==> config.mk <==
export PLATFORM = sky130hd
export DESIGN_NAME = sum_to_radix_digits_unit
export DESIGN_NICKNAME = d
export VERILOG_FILES = /design/src/hw/rtl/sradx_pkg.sv /design/src/hw/rtl/sradx_front.sv /design/src/hw/rtl/sradx_queue.sv /design/src/hw/rtl/sradx_back.sv /design/src/hw/rtl/sum_to_radix_digits_unit.sv
export SDC_FILE = /design/constraint.sdc
export NUM_CORES = 1
export LEC_CHECK = 0
export ABC_AREA = 1
export BUFFER_PORTS_ARGS = -buffer_cell sky130_fd_sc_hd__buf_2
export CAP_MARGIN = 20
export CORE_MARGIN = 10
export CORE_UTILIZATION = 38
export DETAILED_ROUTE_END_ITERATION = 6
export PLACE_DENSITY_LB_ADDON = 0.15
export SLEW_MARGIN = 25
export SYNTH_ARGS = -nofsm -noshare
export SYNTH_HDL_FRONTEND = slang
export SYNTH_SLANG_ARGS = --single-unit
export TNS_END_PERCENT = 5
==> constraint.sdc <==
create_clock -name clk -period 3.7 [get_ports clk]
set_clock_uncertainty 0.15 [all_clocks]
set_input_delay 0.555 -clock clk [delete_from_list [all_inputs] [get_ports clk]]
set_output_delay 0.555 -clock clk [all_outputs]
set_load 0.1 [all_outputs]
==> src/hw/rtl/sradx_pkg.sv <==
// Shared types and constants for the sum-to-radix-digits block.
package sradx_pkg;

	localparam int OPERAND_BITS = 30;
	localparam int MAX_DIGITS   = 31;
	localparam int SUM_BITS     = OPERAND_BITS + 1;
	localparam int DEPTH_BITS   = $clog2(MAX_DIGITS + 1);
	localparam int IDX_BITS     = $clog2(MAX_DIGITS);
	localparam int STEP_BITS    = $clog2(SUM_BITS);
	localparam int DIGIT_BITS   = 4;
	localparam int RADIX_BITS   = 4;
	localparam int QUEUE_DEPTH  = 2;
	localparam int QPTR_BITS    = $clog2(QUEUE_DEPTH);
	localparam int QCNT_BITS    = $clog2(QUEUE_DEPTH + 1);

	localparam logic [RADIX_BITS-1:0] RADIX_RESET = RADIX_BITS'(10);
	localparam logic [RADIX_BITS-1:0] RADIX_MIN   = RADIX_BITS'(2);
	localparam logic [RADIX_BITS-1:0] RADIX_MAX   = RADIX_BITS'(10);

	typedef struct packed {
		logic [OPERAND_BITS-1:0] addend_a;
		logic [OPERAND_BITS-1:0] addend_b;
	} req_t;

	typedef struct packed {
		logic [DIGIT_BITS-1:0] digit;
		logic                  last_digit;
	} rsp_t;

	typedef struct packed {
		logic [SUM_BITS-1:0]   sum;
		logic [RADIX_BITS-1:0] base;
	} job_t;

	typedef enum logic [1:0] {
		BK_IDLE,
		BK_DIV,
		BK_EMIT
	} back_state_t;

endpackage

==> src/hw/rtl/sradx_front.sv <==
// Front end: radix register, request intake, sum and base clamp.
module sradx_front (
	input  logic                           clk,
	input  logic                           arst_n,
	input  logic                           cfg_valid,
	output logic                           cfg_ready,
	input  logic [sradx_pkg::RADIX_BITS-1:0] cfg_data,
	input  logic                           req_valid,
	output logic                           req_ready,
	input  sradx_pkg::req_t                req,
	output logic                           job_valid,
	input  logic                           job_ready,
	output sradx_pkg::job_t                job
);
	import sradx_pkg::*;

	logic [RADIX_BITS-1:0] radix_q;
	logic [RADIX_BITS-1:0] base_eff;
	logic                  valid_s1;
	job_t                  job_s1;

	assign cfg_ready = 1'b1;

	always_ff @(posedge clk or negedge arst_n) begin
		if (!arst_n) begin
			radix_q <= RADIX_RESET;
		end else if (cfg_valid) begin
			radix_q <= cfg_data;
		end
	end

	// Clamp out-of-range bases to the nearest legal one.
	always_comb begin
		if (radix_q < RADIX_MIN) begin
			base_eff = RADIX_MIN;
		end else if (radix_q > RADIX_MAX) begin
			base_eff = RADIX_MAX;
		end else begin
			base_eff = radix_q;
		end
	end

	assign req_ready = !valid_s1 || job_ready;

	always_ff @(posedge clk or negedge arst_n) begin
		if (!arst_n) begin
			valid_s1 <= 1'b0;
		end else if (req_ready) begin
			valid_s1 <= req_valid;
		end
	end

	always_ff @(posedge clk) begin
		if (req_valid && req_ready) begin
			job_s1.sum  <= {1'b0, req.addend_a} + {1'b0, req.addend_b};
			job_s1.base <= base_eff;
		end
	end

	assign job_valid = valid_s1;
	assign job       = job_s1;

endmodule

==> src/hw/rtl/sradx_queue.sv <==
// Short job queue between front and back end.
module sradx_queue (
	input  logic            clk,
	input  logic            arst_n,
	input  logic            push_valid,
	output logic            push_ready,
	input  sradx_pkg::job_t push_data,
	output logic            pop_valid,
	input  logic            pop_ready,
	output sradx_pkg::job_t pop_data
);
	import sradx_pkg::*;

	job_t                 entry_q [QUEUE_DEPTH];
	logic [QPTR_BITS-1:0] wr_ptr_q;
	logic [QPTR_BITS-1:0] rd_ptr_q;
	logic [QCNT_BITS-1:0] count_q;
	logic                 do_push;
	logic                 do_pop;

	assign push_ready = (count_q != QCNT_BITS'(QUEUE_DEPTH));
	assign pop_valid  = (count_q != '0);
	assign pop_data   = entry_q[rd_ptr_q];
	assign do_push    = push_valid && push_ready;
	assign do_pop     = pop_valid && pop_ready;

	always_ff @(posedge clk or negedge arst_n) begin
		if (!arst_n) begin
			wr_ptr_q <= '0;
			rd_ptr_q <= '0;
			count_q  <= '0;
		end else begin
			if (do_push) begin
				wr_ptr_q <= (wr_ptr_q == QPTR_BITS'(QUEUE_DEPTH - 1)) ? '0 : wr_ptr_q + 1'b1;
			end
			if (do_pop) begin
				rd_ptr_q <= (rd_ptr_q == QPTR_BITS'(QUEUE_DEPTH - 1)) ? '0 : rd_ptr_q + 1'b1;
			end
			if (do_push && !do_pop) begin
				count_q <= count_q + 1'b1;
			end else if (do_pop && !do_push) begin
				count_q <= count_q - 1'b1;
			end
		end
	end

	always_ff @(posedge clk) begin
		if (do_push) begin
			entry_q[wr_ptr_q] <= push_data;
		end
	end

endmodule

==> src/hw/rtl/sradx_back.sv <==
// Back end: bit-serial divider, digit stack and output register.
module sradx_back (
	input  logic            clk,
	input  logic            arst_n,
	input  logic            job_valid,
	output logic            job_ready,
	input  sradx_pkg::job_t job,
	output logic            rsp_valid,
	input  logic            rsp_ready,
	output sradx_pkg::rsp_t rsp
);
	import sradx_pkg::*;

	back_state_t           state_q;
	back_state_t           state_d;
	logic [SUM_BITS-1:0]   quot_q;
	logic [DIGIT_BITS-1:0] rem_q;
	logic [RADIX_BITS-1:0] base_q;
	logic [STEP_BITS-1:0]  step_q;
	logic [DEPTH_BITS-1:0] depth_q;
	logic [DIGIT_BITS-1:0] stack_q [MAX_DIGITS];
	logic                  rsp_valid_q;
	rsp_t                  rsp_q;

	logic [DIGIT_BITS:0]   trial;
	logic                  ge;
	logic [DIGIT_BITS-1:0] rem_next;
	logic [SUM_BITS-1:0]   quot_next;
	logic                  load_job;
	logic                  div_step;
	logic                  digit_done;
	logic                  emit_load;
	logic                  emit_last;
	logic [DEPTH_BITS-1:0] depth_dec;

	// One restoring-division step: shift in the next dividend bit.
	assign trial     = {rem_q, quot_q[SUM_BITS-1]};
	assign ge        = (trial >= {1'b0, base_q});
	assign rem_next  = ge ? DIGIT_BITS'(trial - {1'b0, base_q}) : DIGIT_BITS'(trial);
	assign quot_next = {quot_q[SUM_BITS-2:0], ge};
	assign depth_dec = depth_q - 1'b1;
	assign emit_last = (depth_q == DEPTH_BITS'(1));

	always_comb begin
		state_d    = state_q;
		job_ready  = 1'b0;
		load_job   = 1'b0;
		div_step   = 1'b0;
		digit_done = 1'b0;
		emit_load  = 1'b0;
		unique case (state_q)
			BK_IDLE: begin
				job_ready = 1'b1;
				if (job_valid) begin
					load_job = 1'b1;
					state_d  = BK_DIV;
				end
			end
			BK_DIV: begin
				div_step = 1'b1;
				if (step_q == '0) begin
					digit_done = 1'b1;
					if (quot_next == '0 || depth_q == DEPTH_BITS'(MAX_DIGITS - 1)) begin
						state_d = BK_EMIT;
					end
				end
			end
			BK_EMIT: begin
				if (!rsp_valid_q || rsp_ready) begin
					emit_load = 1'b1;
					if (emit_last) begin
						state_d = BK_IDLE;
					end
				end
			end
			default: begin
				state_d = BK_IDLE;
			end
		endcase
	end

	always_ff @(posedge clk or negedge arst_n) begin
		if (!arst_n) begin
			state_q     <= BK_IDLE;
			depth_q     <= '0;
			rsp_valid_q <= 1'b0;
		end else begin
			state_q <= state_d;
			if (load_job) begin
				depth_q <= '0;
			end else if (digit_done) begin
				depth_q <= depth_q + 1'b1;
			end else if (emit_load) begin
				depth_q <= depth_dec;
			end
			if (emit_load) begin
				rsp_valid_q <= 1'b1;
			end else if (rsp_ready) begin
				rsp_valid_q <= 1'b0;
			end
		end
	end

	// Divider datapath: restart each digit on the quotient of the last one.
	always_ff @(posedge clk) begin
		if (load_job) begin
			quot_q <= job.sum;
			base_q <= job.base;
			rem_q  <= '0;
			step_q <= STEP_BITS'(SUM_BITS - 1);
		end else if (div_step) begin
			quot_q <= quot_next;
			if (digit_done) begin
				rem_q  <= '0;
				step_q <= STEP_BITS'(SUM_BITS - 1);
			end else begin
				rem_q  <= rem_next;
				step_q <= step_q - 1'b1;
			end
		end
	end

	// Digit stack: push remainders, pop most significant first.
	always_ff @(posedge clk) begin
		if (digit_done) begin
			stack_q[depth_q[IDX_BITS-1:0]] <= rem_next;
		end
		if (emit_load) begin
			rsp_q.digit      <= stack_q[depth_dec[IDX_BITS-1:0]];
			rsp_q.last_digit <= emit_last;
		end
	end

	assign rsp_valid = rsp_valid_q;
	assign rsp       = rsp_q;

endmodule

==> src/hw/rtl/sum_to_radix_digits_unit.sv <==
// Top level of the sum-to-radix-digits block.
// Each request carries two unsigned addends. Their sum (one bit wider than an
// addend) is converted to the base held in the radix register (2 to 10; codes
// 0 and 1 act as base 2, codes 11 to 15 as base 10; reset value 10) and sent
// out as one response per digit, most significant digit first, with
// last_digit set on the least significant digit. A zero sum gives the single
// digit 0. The front end takes a request, forms the sum and the clamped base
// and pushes the job into a two-entry queue, so new requests keep coming in
// while the back end works. The back end divides with a restoring
// shift-subtract unit that retires one dividend bit per cycle, so each digit
// costs 31 divide steps, the last of which also pushes the remainder on the
// digit stack. When all digits are stacked, the back end pops them, most
// significant first, into the output register and then returns to idle to
// take the next job. The radix is sampled when a request is taken, so write
// it only while the block is idle.
// The configuration channel is always ready.
module sum_to_radix_digits_unit (
	input  logic                             clk,
	input  logic                             arst_n,
	input  logic                             cfg_valid,
	output logic                             cfg_ready,
	input  logic [sradx_pkg::RADIX_BITS-1:0] cfg_data,
	input  logic                             req_valid,
	output logic                             req_ready,
	input  sradx_pkg::req_t                  req,
	output logic                             rsp_valid,
	input  logic                             rsp_ready,
	output sradx_pkg::rsp_t                  rsp
);
	import sradx_pkg::*;

	// Front to queue.
	logic fq_valid;
	logic fq_ready;
	job_t fq_job;
	// Queue to back.
	logic qb_valid;
	logic qb_ready;
	job_t qb_job;

	// Hold the radix, add the operands, clamp the base.
	sradx_front u_front (
		.clk       (clk),
		.arst_n    (arst_n),
		.cfg_valid (cfg_valid),
		.cfg_ready (cfg_ready),
		.cfg_data  (cfg_data),
		.req_valid (req_valid),
		.req_ready (req_ready),
		.req       (req),
		.job_valid (fq_valid),
		.job_ready (fq_ready),
		.job       (fq_job)
	);

	// Decouple intake from the slow divider.
	sradx_queue u_queue (
		.clk        (clk),
		.arst_n     (arst_n),
		.push_valid (fq_valid),
		.push_ready (fq_ready),
		.push_data  (fq_job),
		.pop_valid  (qb_valid),
		.pop_ready  (qb_ready),
		.pop_data   (qb_job)
	);

	// Divide, stack the digits, drive responses.
	sradx_back u_back (
		.clk       (clk),
		.arst_n    (arst_n),
		.job_valid (qb_valid),
		.job_ready (qb_ready),
		.job       (qb_job),
		.rsp_valid (rsp_valid),
		.rsp_ready (rsp_ready),
		.rsp       (rsp)
	);

endmodule

Yosys cells after proc, flatten, opt, wreduce, memory -nomap -nowiden

Memory sizes are Yosys's and may differ from the RTL's. A register that Yosys moved wholly into a read port is not among the register bits.
Index checks and enable logic that the tools add are counted.

Add/subtract/negate cells: 9
$lt $le $gt $ge: 3
Equal/unequal tests: 10
Muxes and demuxes: 33
Reductions and logical operators: 22

Operators by type and width:

| operator                                                    | count |
|---|---|
| two-way mux 31 bit                                          | 2 |
| adder 30 x 30 -> 31 bit                                     | 1 |
| zero test 31 bit                                            | 1 |
| two-way mux 5 bit                                           | 4 |
| two-way mux 1 bit                                           | 16 |
| two-way mux 2 bit                                           | 7 |
| two-way mux 4 bit                                           | 3 |
| subtractor 5 x 1 -> 5 bit (second input constant)           | 2 |
| != test 2 x 1 -> 1 bit (second input constant)              | 4 |
| nonzero test 2 bit                                          | 4 |
| one-hot mux 2 bit (3 select lines)                          | 1 |
| adder 5 x 1 -> 5 bit (second input constant)                | 1 |
| == test 5 x 1 -> 1 bit (second input constant)              | 1 |
| == test 5 bit (second input constant)                       | 1 |
| greater-or-equal comparator 5 x 4 -> 1 bit                  | 1 |
| logical AND 1 bit                                           | 5 |
| zero test 5 bit                                             | 1 |
| AND reduction 5 bit                                         | 1 |
| > comparator 4 bit (second input constant)                  | 1 |
| zero test 1 bit                                             | 4 |
| less-than comparator 4 x 2 -> 1 bit (second input constant) | 1 |
| != test 2 bit (second input constant)                       | 2 |
| subtractor 4 bit                                            | 1 |
| logical OR 1 bit                                            | 3 |
| 8 further kinds                                             | 9 |

Register bits: 97
Bits in writable memories: 194
Bits of input ports: 69
Output and inout port bits: 8
Memories kept: 2

Memories:

| memory          | depth | bits a word | rd ports | clocked after Yosys merged registers in | write ports | line              | text |
|---|---|---|---|---|---|---|---|
| u_back.stack_q  | 31    | 4           | 1        | 1                                       | 1           | sradx_back.sv:21  | `logic [DIGIT_BITS-1:0] stack_q [MAX_DIGITS];` |
| u_queue.entry_q | 2     | 35          | 1        | 0                                       | 1           | sradx_queue.sv:14 | `job_t entry_q [QUEUE_DEPTH];` |

Logic depth before layout (Yosys ltp)

Word-level depth: 7
Mapped depth: 14

Modules after synthesis

From an unflattened synthesis, not the netlist that was laid out.

Cells, all modules: 1493
Area total of the unflattened synthesis: 14321.2 µm²

By module, submodules not included:

| module      | instances | cells each | area each (µm²) |
|---|---|---|---|
| sradx_back  | 1         | 777        | 8047.7 |
| sradx_front | 1         | 505        | 3443.3 |
| sradx_queue | 1         | 211        | 2830.2 |

Least setup slack after synthesis

No wires, ideal clock.

Path type: register to register
Start: reg u_back.quot_q[30]
End: mem u_back.stack_q[0][1] (data pin)
Library setup time: 0.456 ns
Arrival: 2.412 ns
Data required time: 3.094 ns
Setup slack: 0.682 ns
Stages on the path, launching flop included: 7
Buffers on the path: 0
Cells stage by stage: edfxtp_1 -> inv_1 -> ha_1 -> inv_1 -> fa_1 -> inv_1 -> o21ai_0

Cells in the longest elaborated chain, start to end: 2

Ends and longest elaborated chain:

| element                                                                        | line                               | text |
|---|---|---|
| from (decl)                                                                    | sradx_back.sv:16                   | `logic [SUM_BITS-1:0] quot_q;` |
| from (signal assigned)                                                         | sradx_back.sv:107                  | `quot_q <= job.sum;` |
| from (signal assigned)                                                         | sradx_back.sv:112                  | `quot_q <= quot_next;` |
| subtractor 4 bit or greater-or-equal comparator 5 x 4 -> 1 bit (tied branches) | sradx_back.sv:39, sradx_back.sv:38 |  |
| two-way mux 4 bit (*)                                                          | sradx_back.sv:39                   | `assign rem_next = ge ? DIGIT_BITS'(trial - {1'b0, base_q}) : DIGIT_BITS'(trial);` |
| net u_back.rem_next[1]                                                         | sradx_back.sv:27                   | `logic [DIGIT_BITS-1:0] rem_next;` |
| to (decl)                                                                      | sradx_back.sv:21                   |  |

Mark *: on every way through the listed nets, which the timed path passes. The rest lies on a longest branch.

Worst setup path in the final report

Start: reg u_back.step_q[0]
End: mem u_back.stack_q[27][1] (enable)

Cells in the longest elaborated chain, start to end: 5

Ends and longest elaborated chain:

| element                                 | line              | text |
|---|---|---|
| from (decl)                             | sradx_back.sv:19  | `logic [STEP_BITS-1:0] step_q;` |
| from (signal assigned)                  | sradx_back.sv:110 | `step_q <= STEP_BITS'(SUM_BITS - 1);` |
| from (signal assigned)                  | sradx_back.sv:115 | `step_q <= STEP_BITS'(SUM_BITS - 1);` |
| from (signal assigned)                  | sradx_back.sv:118 | `step_q <= step_q - 1'b1;` |
| zero test 5 bit                         | sradx_back.sv:61  | `if (step_q == '0) begin` |
| two-way mux 1 bit                       | sradx_back.sv:61  |  |
| two-way mux 1 bit                       | sradx_back.sv:51  | `unique case (state_q)` |
| two-way mux 1 bit                       | sradx_back.sv:125 | `if (digit_done) begin` |
| two-way mux 1 bit (implied by the code) | sradx_back.sv:126 | `stack_q[depth_q[IDX_BITS-1:0]] <= rem_next;` |

Every way passes these cells.

==> summary by stage <==
Run status
The run finished with clean final reports.

Placement
Summed over all nets, the half-perimeter wirelength after detailed placement is 22200 um. The port buffer count is 75. The congestion estimate from routability-driven global placement came to 0.856.

STA
The final count of pins violating max slew was 0. The headroom to the max-slew limit is 0.372. Setup violations remaining at the end of the flow were counted as 0.

For this run, the top clock speed supported by timing is 378 MHz. The setup total negative slack is 0 ns. Setup repair after global routing left no endpoint under its margin.

The hold violation total from the final report is 0. The part of the cycle the worst path needs is 0.714. The worst path needs 2.64 ns of the cycle, external delays included. For the pin with the worst max-slew slack, the measured transition is 0.939 ns.

Clock network
The buffers inserted during post-CTS setup optimization is 0. TritonCTS built the clock tree. The clock net in this run drives a total of 295 sinks. CTS built an H-tree with a depth of 1.

The clock edge transition at the registers on the reported setup and hold paths is 0.06 ns. The buffer levels on the longest clock path is 3. The tree is rooted in a clkbuf_16. In this run, CTS created clock tree buffers numbering 30. Clock latency on the worst-skew pair, taken at its later pin, is 0.55 ns.

Cells and area
For this run, the post-layout net count is 1616. In the final layout, the share of cells above drive strength 1 is 0.104. The repair_antennas step left the layout with diodes totalling 0. The signed area change from the synthesized netlist to the final layout is 13.4%.

Synthesis
The cell accounting for the most synthesized area is edfxtp_1. The number of register bits inferred by synthesis is 295. The synthesis warning total is 0.

The netlist area before placement is 0.0140 mm^2. The portion of the post-synthesis area used by sequential elements is 0.618. In the post-synthesis netlist, the biggest area contributors are edfxtp_1, nand2_1, nor2_1, inv_1, ha_1. The synthesized instance count is 1424. The number of flops mapped to enable cells by yosys is 269.

The mean instance size in the synthesized netlist is 9.86 um^2. In the synthesized netlist the dominant register cell turns out to be edfxtp_1. The fraction of registers with async set or reset after synthesis is 0.0576. The post-synth net total is 1536. The number of different library cells used by synthesis comes to 44.

The share of the synthesized area in the top cell type is 0.575.

Floorplanning
The total core area is 0.0365 mm^2. The die area is 0.0451 mm^2. The number of placement rows is 70. In this run the vertical extent of the chip is 212 um. The die boundary width is 212 um. 77 I/O pins were placed.

For this configuration, the core starts out at a cell density of 0.385.

Setup path
The critical path start-end classification is register to register. At the worst endpoint, the arrival time is 2.69 ns. The required time of the critical path is 3.74 ns. The worst setup path is captured at a register. Traced cell by cell, the critical path runs through inv_1 > ha_1 > nand3b_1 > nor2_2 > nand2_1 > nor2_1.

The kind of start point of the critical path is a register. The family with the most delay on the worst path is simple AND/OR/NAND/NOR gates. Among all stages on the critical path, the largest delay is contributed by nor2_2. In this design, the stage delay of the slowest critical-path cell is 0.51 ns. Counting both buffers and inverters, the worst setup path holds a total of 1.

Of all nets on the critical path, the largest fanout is 14.

Power and ir drop
The power density normalized to cell area is 502 mW/mm^2. The internal power of the cells is 6110 uW. The clock network fraction of design power is 0.375. Summed over all cells, the static leakage comes to 0.00642 uW. The part of the total power dissipated in combinational logic is 0.100.

The share of total power dissipated in sequential elements is 0.526. Power comes to 8000 uW. IR analysis of the VDD net gives a maximum drop of 0.000317 V. The net switching power is 1890 uW. The share of total power consumed by net switching is 0.237.

GRT
The sum of overflow across all layers after global routing is 0. Entering global routing, the biggest net connects 64 pins. For this run, the total global-route usage over all layers was measured as 0.140.

The number of antenna violations at the first check in global routing is 0. The first global-routing pass estimated 51200 um of wire. The via count of the first global-routing pass is 9745.

Route
The iteration count of the initial detailed-routing pass is 4. The residual antenna-violating net count after detailed routing is 0. The average via count per standard cell is 4.84. The number of design-rule violations left by the first detailed-router iteration is 567. Summing over every cut layer, the via total after detailed routing is 9661.

The DRC violation count after routing is 0. Dividing the detail-routed wire length by the instance count gives 15.7 um. For this block, the routed nets add up to 31400 um of wire.

Worst hold path
The class of the tightest hold or removal check is primary input to register.

Flow run
The number of maximum-capacitance constraint violations is 0.
==> area by class of cell <==
type | count | area [um^2]
fillers | 3552 | 20600
flip-flops and latches | 295 | 8690
multi-input cells | 943 | 4630
clock buffers | 40 | 788
well taps | 468 | 586
inverters | 144 | 546
repair buffers | 90 | 503
clock inverters | 16 | 188
==> timing repair <==
item                                   CTS  global route
hold buffers                             1             0
resized for setup                        0             0
endpoints found under the hold margin   15             0
==> routing by layer <==
layer / vias up / global-route usage / routed length (um)
li1: 4936 / - / -
met1: 4494 / 0.181 / 14400
met2: 180 / 0.240 / 15200
met3: 51 / 0.0180 / 1010
met4: 0 / 0.0431 / 848
met5: - / 0 / 0
==> sequential cells by signal (all words and copies together), names as in the netlist, 4 cells and up <==
name / cells
u_front.radix_q: 4
u_back.depth_q: 5
u_back.rem_q: 4
u_back.quot_q: 31
u_back.step_q: 5
u_front.job: 35
u_back.rsp: 5
u_back.stack_q: 124
u_back.base_q: 4
u_queue.entry_q: 70
==> worst paths after layout <==
check / start / endpoint / depth (start not counted) / slack, ns
max reg2reg: u_back.step_q[0] / u_back.stack_q[27][1] / 6 / 1.06
min in group asynchronous: arst_n / u_back.rsp_valid / 2 / 0.33
max: u_back.step_q[0] / u_back.stack_q[27][1] / 6 / 1.06
min reg2reg: u_front.job[12] / u_queue.entry_q[0][12] / 0 / 0.29
max in group asynchronous: arst_n / u_front.radix_q[3] / 2 / 2.73
min: cfg_data[1] / u_front.radix_q[1] / 3 / 0.06
==> power groups by stage <==
stage / Clock, uW / Sequential [uW] / Combinational, uW
after detailed placement: 0 / 4280 / 812
after CTS: 3070 / 4210 / 815
after global placement: 0 / 4270 / 810
after floorplan: 0 / 4250 / 548
final: 3000 / 4210 / 797
after global routing: 3200 / 4240 / 920
==> stage by stage <==
stage               utilization  hold WS (ns)  std cells  worst slack (ns)  area [um^2]
finish                    0.436        0.0629       1996              1.06        15900
global route              0.436        0.0632       1996             0.832        15900
CTS                       0.436        0.0407       1996              1.01        15900
detailed placement        0.409         0.280       1939              1.04        14900
global placement          0.409         0.274       1939              1.07        14900
floorplan                     -         0.109       1424             0.682        14000
==> cells by family (layout without fill, tap and decap cells) <==
kind of cell / count (synthesis) / count (layout) / share of synthesized area
fa+ha+maj: 43 / 43 / 0.0394
xor+xnor: 24 / 24 / 0.0182
flops: 295 / 295 / 0.618
mux: 1 / 1 / 0.000802
other cells: 1 / 1 / 0.000267
simple gates: 707 / 707 / 0.202
buf+inv: 186 / 290 / 0.0551
compound gates: 167 / 167 / 0.0663
==> worst min-delay path, stage by stage <==
cell and delay, ns:
buf_2 0.07, nand2_1 0.04, o21ai_0 0.06
==> cells in the final DEF, fill, tap and decap left out, types with 10 or more instances in the layout <==
cell	synthesis	routed
inv_1	138	138
a31oi_1	31	31
clkbuf_1	13	10
ha_1	41	41
o211ai_1	17	17
clkbuf_16	0	30
a21oi_1	30	28
nor2_1	228	225
o21ai_0	81	79
nand2_1	370	370
xor2_1	16	16
dfrtp_1	15	14
nand3_1	76	76
edfxtp_1	269	269
buf_2	18	75
nand4_1	10	10
buf_4	9	13
==> synth_stat cells, drive strengths merged (3+ instances only) <==
master,count
a21oi,31
a31oi,31
and2,3
buf,29
clkbuf,13
dfrtp,15
dfxtp,9
edfxtp,269
ha,41
inv,143
nand2,373
nand3,77
nand4,10
nor2,229
nor3,9
o211ai,17
o21ai,82
o22ai,4
or2,3
xnor2,6
xor2,18
Power figures use the tool's default switching activity.
